## src/design/cts_delay.sv

```systemverilog
`timescale 1ns / 1ps
// ----------------------------------------------------------------------------
// cts_delay
// Fixed-depth register line that keeps operands level with the pipeline.
// ----------------------------------------------------------------------------
module cts_delay #(
    parameter int W     = 64,
    parameter int DEPTH = 1
) (
    input  logic         clk,
    input  logic [W-1:0] d,
    output logic [W-1:0] q
);

    generate
        if (DEPTH == 0)
        begin : g_thru
            assign q = d;
        end
        else
        begin : g_pipe
            logic [W-1:0] pipe_reg [DEPTH];

            always_ff @(posedge clk)
            begin
                pipe_reg[0] <= d;
                for (int i = 1; i < DEPTH; i++)
                begin
                    pipe_reg[i] <= pipe_reg[i-1];
                end
            end

            assign q = pipe_reg[DEPTH-1];
        end
    endgenerate

endmodule

```

## config.mk

```make
export PLATFORM = sky130hd
export DESIGN_NAME = cts_delay
export DESIGN_NICKNAME = d
export VERILOG_FILES = /design/src/design/cts_delay.sv
export SDC_FILE = /design/constraint.sdc
export NUM_CORES = 1
export LEC_CHECK = 0
export BUFFER_PORTS_ARGS = -buffer_cell sky130_fd_sc_hd__clkbuf_2
export CORE_MARGIN = 2
export CORE_UTILIZATION = 25
export DETAILED_ROUTE_END_ITERATION = 10
export PLACE_DENSITY = 0.67
export SYNTH_ARGS = -nofsm -noshare
export SYNTH_HDL_FRONTEND = slang
export SYNTH_SLANG_ARGS = --single-unit
export TNS_END_PERCENT = 30
```

## constraint.sdc

```tcl
create_clock -name clk -period 0.8 [get_ports clk]
set_input_delay 0.04 -clock clk [delete_from_list [all_inputs] [get_ports clk]]
set_output_delay 0.04 -clock clk [all_outputs]
set_load 0.01 [all_outputs]
```

# Word-level counts from Yosys, hierarchy flattened

Memory sizes are Yosys's and may differ from the RTL's.
Index checks and enable logic that the tools add are counted.

Bits in registers: 0
Memory bits (writable): 64
Output and inout bits: 64
Logic and storage cells: 1
Memories: 1

Memories:

| name            | words | width | rd ports | clocked after memory_dff | wr ports | line | source |
|---|---|---|---|---|---|---|---|
| g_pipe.pipe_reg | 1     | 64    | 1        | 0                        | 1        | 22   | `logic [W-1:0] pipe_reg [DEPTH];` |

# Depth between registers and ports, before layout

Gate-level depths: netlist of run 1.

Depth in word-level cells: 0
Gate-level depth with buffers: 0
Mapped depth without buffers: 0

# Worst setup path before layout of run 1

OpenSTA, ideal clock, no wires.

Kind: register to output
Start: memory g_pipe.pipe_reg[0][0]
End: output port q[0]
Data arrival time: 0.331 ns
Required time: 0.760 ns
Setup slack: 0.429 ns
Stages on the path, launching flop included: 1
Buffers on the path: 0
Cells stage by stage: dfxtp_1

RTL lines:

| item               | line | source |
|---|---|---|
| start: declaration | 22   |  |
| end: declaration   | 12   | `output logic [W-1:0] q` |

==> flow_summary.yaml, run 1 <==
run_status:
  status: "finished, violations left"
  failed_checks: "negative setup slack"
setup_path:
  path_depth: 1
  required_ns: 0.76
  path_cells: "buf_2"
  crit_path_max_fanout: 1
  path_buf_inv: 1
  startpoint_type: "flop"
  critPathCaptureType: "output pin"
  critPathKind: "flop to output pin"
  cp_top_family: "flip-flops"
  cp_slowest_cell: "dfxtp_1"
  arrival_ns: 0.76
  slowest_delay_ns: 0.32
cts:
  cts.clk_slew.worst_paths_ns: 0.06
  cts_tree: "yes"
  clockBufferDepth: 2
  postCtsSetupBuffers: 0
  clock_sinks: 64
  h-tree-depth: 3
  cts_made_buffers: 9
  root_buffer: "clkbuf_8"
final_layout:
  largest_register_ffs: 64
  area_growth_syn_to_layout_pct: 139.3
  fin_util_pct: 61.19
  multi_input_gates: 0
  nNetsFinal: 332
  diodes: 0
  layout-drive-gt1-share_pct: 63.10
  multi_input_area_sq_um: 0
  n_fill_cell: 399
sta:
  setup_slack_ns: -0.004320
  post-route-period-util_pct: 100.5
  rsz0062_at_grt: "true"
  hold_violations: 0
  layout_min_cycle_time_ns: 0.8043
  max_freq_ghz: 1.243
  relSlewSlack_pct: 93.36
  tightest_slew_ns: 0.09963
  finalMaxSlewViolations: 0
  finalSetupViolations: 1
global_route:
  grt_pass1_wl_mm: 4.457
  first_global_vias: 1103
  grt_usage_pct: 11.28
  antenna_found_initial: 0
  grt_max_degree: 11
  overflow: 0
synth:
  synth_seq_cells: 64
  yosysWarnings: 0
  synth.distinct_cells: 1
  synth_flop_cell: "dfxtp_1"
  seq_area_frac_synth_pct: 100.0
  ys_async_sr_fraction_pct: 0
  syn-num-nets: 129
  yosysTopAreaCellShare_pct: 100.0
  avgSynthCellArea_sq_um: 20.02
  synth.top_cells.by_count: "dfxtp_1"
  synth_edf_count: 0
  synth.area.top_cells: "dfxtp_1"
  synth.most_common_cell: "dfxtp_1"
  yosysTopAreaCell: "dfxtp_1"
  synth_area_sq_um: 1281
  syn_inst: 64
placed_design:
  io_buffers: 128
  dpl_worst_slack_ns: 0.3266
  gp_congestion: 0.5950
  place_hpwl_mm: 1.831
pwr:
  vdd_ir_drop_max_mv: 1.822
  power_uw: 6918
  p_leak_uw: 0.001493
  power_density_nw_per_um2: 2257
routing:
  drcViolationCount: 0
  viasPerCell: 3.560
  wl_per_cell_microns: 10.88
  drtAntennaViolNets: 0
  initialDrtViolationCount: 8
  first_pass_iters: 2
  totalWireLength_mm: 3.710
  vias: 1214
die:
  coreArea_sq_um: 5010
  die_h_microns: 75.59
  num_rows: 26
  io_pins: 129
  start_util_pct: 25.57
  die_x_microns: 75.59
  die_area_sq_um: 5714
worst_hold_path:
  worst_hold_path.endpoint: "g_pipe.pipe_reg[0][23]$_DFF_P_"
  hp-class: "input pin to flop"
  worstHoldStart: "d[23]"
  min_delay_path_depth: 2
job:
  max-cap-violations: 0
per-stage QoR:
step | TNS (ns) | hold slack (ns) | instance area (sq um) | cells
2_1_floorplan | 0 | 0.06772 | 1281 | 64
3_3_place_gp | 0 | 0.1423 | 2009 | 262
3_5_place_dp | 0 | 0.1439 | 2009 | 262
4_1_cts | -0.9818 | 0.3280 | 2860 | 341
5_1_grt | -1.430 | 0.3410 | 3065 | 341
6_report | -0.004320 | 0.3516 | 3065 | 341
power breakdown:
part	leakage, uW	internal, uW	switching (uW)
combinational	0.000844	504	236
sequential	0.000540	3370	55.5
clock	0.000108	1670	1080
placed cells by master (no fill, tap or decap):
cell type       n
dlygate4sd3_1  64
dfxtp_2        28
buf_2          36
clkbuf_8       12
clkbuf_2       64
dfxtp_1        36
clkinv_2        2
bufinv_16       1
buf_6          28
logic make-up (layout without fill, tap and decap cells):
kind of cell / Yosys count / count (layout) / synth area share [%]
buf+inv: 0 / 207 / 0
flops: 64 / 64 / 100.0
final cells by class:
class / instances / area, sq um / area share (%)
clock buffers: 12 / 165.2 / 5.388
well taps: 70 / 87.58 / 2.857
flip-flops and latches: 64 / 1316 / 42.94
repair buffers: 192 / 1456 / 47.51
clock inverters: 3 / 40.04 / 1.306
worst max-delay path by stage:
| stage | from | to |
|---|---|---|
| after floorplan | g_pipe.pipe_reg[0][0]$_DFF_P_ | q[0] |
| after global placement | g_pipe.pipe_reg[0][24]$_DFF_P_ | q[24] |
| after detailed placement | g_pipe.pipe_reg[0][40]$_DFF_P_ | q[40] |
| after CTS | g_pipe.pipe_reg[0][24]$_DFF_P_ | q[24] |
| after global routing | g_pipe.pipe_reg[0][35]$_DFF_P_ | q[35] |
| final | g_pipe.pipe_reg[0][35]$_DFF_P_ | q[35] |
per-layer routing:
metal / global-route usage (%) / up-vias / part of all wire (%)
li1: - / 601 / -
met1: 9.648 / 533 / 34
met2: 20.19 / 71 / 54
met3: 4.630 / 9 / 9.5
met4: 9.357 / 0 / 2.5
met5: 0 / - / 0
repair_timing:
action	4_1_cts	5_1_grt
endpoints found under the hold margin	64	0
pin swaps	0	0
endpoints found under the setup margin	62	64
hold buffers	64	0
resized for setup	4	116
No activity file was read; power rests on OpenSTA's default activity.
==> inputs of run 2 (changes only) <==
--- a/config.mk
+++ b/config.mk
@@ -9,7 +9,7 @@
 export CORE_MARGIN = 2
 export CORE_UTILIZATION = 25
 export DETAILED_ROUTE_END_ITERATION = 10
-export PLACE_DENSITY = 0.67
+export PLACE_DENSITY_LB_ADDON = 0.25
 export SYNTH_ARGS = -nofsm -noshare
 export SYNTH_HDL_FRONTEND = slang
 export SYNTH_SLANG_ARGS = --single-unit
==> run 2 against run 1 <==
Effect of this change:
- wire length is 10% higher
- cell area is 0.86% lower
- combinational power hardly changed
- the run still ends with negative setup slack left
- critical path type unchanged
- largest power group unchanged
==> flow_summary.yaml, run 2 (synthesized netlist as in run 1, its figures left out) <==
cts:
  cts_made_buffers: 9
  cts.clk_slew.worst_paths_ns: 0.07
  clockBufferDepth: 2
  cts_tree: "yes"
  h-tree-depth: 3
  root_buffer: "clkbuf_8"
  postCtsSetupBuffers: 0
  clock_sinks: 64
die:
  die_h_microns: 75.59
  coreArea_sq_um: 5010
  io_pins: 129
  die_x_microns: 75.59
  die_area_sq_um: 5714
  num_rows: 26
  start_util_pct: 25.57
routing:
  first_pass_iters: 4
  initialDrtViolationCount: 18
  totalWireLength_mm: 4.097
  viasPerCell: 3.556
  vias: 1209
  wl_per_cell_microns: 12.05
  drtAntennaViolNets: 0
  drcViolationCount: 0
pwr:
  p_switching_uw: 1390
  p_leak_uw: 0.001477
  swShare_pct: 20.35
  pwr-share-clk_pct: 38.9
  p_int_uw: 5440
  power_frac_comb_pct: 10.8
  power_density_nw_per_um2: 2247
  vdd_ir_drop_max_mv: 1.240
  pwr-share-seq_pct: 50.2
final_layout:
  largest_register_ffs: 64
  postLayoutCellArea_sq_um: 3039
  multi_input_gates: 0
  layout-drive-gt1-share_pct: 62.22
  diodes: 0
  nNetsFinal: 332
  final_cell_mix: "dlygate4sd3_1, clkbuf_2, dfxtp_1, buf_2"
  multi_input_area_sq_um: 0
  fin_cells: 340
  area_growth_syn_to_layout_pct: 137.2
sta:
  final.setup.tns_ns: -0.02512
  layout_min_cycle_time_ns: 0.8179
  post-route-period-util_pct: 102.2
  relSlewSlack_pct: 93.37
  max_freq_ghz: 1.223
  finalSetupViolations: 3
  tightest_slew_ns: 0.09917
  finalMaxSlewViolations: 0
  rsz0062_at_grt: "true"
  hold_violations: 0
  setup_slack_ns: -0.01788
global_route:
  first_global_vias: 1167
  overflow: 0
  antenna_found_initial: 0
  grt_pass1_wl_mm: 4.878
  grt_usage_pct: 12.30
  grt_max_degree: 11
setup_path:
  path_cells: "buf_2"
  startpoint_type: "flop"
  slowest_delay_ns: 0.33
  crit_path_max_fanout: 1
  path_buf_inv: 1
  cp_slowest_cell: "dfxtp_1"
  critPathKind: "flop to output pin"
  arrival_ns: 0.78
  required_ns: 0.76
  critPathCaptureType: "output pin"
  cp_top_family: "flip-flops"
placed_design:
  dpl_worst_slack_ns: 0.3158
  io_buffers: 128
  place_area_sq_um: 2009
  dp_cells: 262
  gp_congestion: 0.6283
run_status:
  status: "finished, violations left"
  failed_checks: "negative setup slack"
job:
  max-cap-violations: 0
worst_hold_path:
  hp-class: "input pin to flop"
run 2: layout make-up:
cell class,instances,area [sq um]
timing repair buffer,192,1444
sequential,64,1314
clock buffer,11,151.4
fill,415,1971
tap,70,87.58
clock inverter,3,42.54
run 2: what timing repair did:
item / in CTS / in global routing
hold buffers: 64 / 0
hold endpoints to repair: 64 / 0
gates resized for setup: 4 / 112
setup endpoints to repair: 61 / 64
run 2: path summary, 6_finish.rpt:
check                                          start                             end  slack [ns]  cells after the start
worst min-delay path                           d[27]  g_pipe.pipe_reg[0][27]$_DFF_P_        0.36                      2
worst max-delay path  g_pipe.pipe_reg[0][39]$_DFF_P_                           q[39]       -0.02                      1
run 2: routing by layer:
metal / GRT usage (%) / wire (microns)
met2: 17.49 / 1897
met3: 9.788 / 656
met5: 0 / 0
met1: 12.12 / 1480
met4: 8.577 / 63
run 2: power by group through the flow:
stage                     clock network [uW]  logic [uW]  registers [uW]
after floorplan                            0           0            3570
after global placement                     0         399            3470
after detailed placement                   0         404            3470
after CTS                               2740         649            3400
after global routing                    2900         799            3440
final                                   2660         741            3430
run 2: metrics by stage:
step | util (%) | hold WS [ns] | power (uW)
2_1_floorplan | - | 0.06772 | 3566
3_3_place_gp | 40.11 | 0.1423 | 3867
3_5_place_dp | 40.11 | 0.1439 | 3875
4_1_cts | 56.87 | 0.3308 | 6792
5_1_grt | 60.66 | 0.3306 | 7140
6_report | 60.66 | 0.3563 | 6829
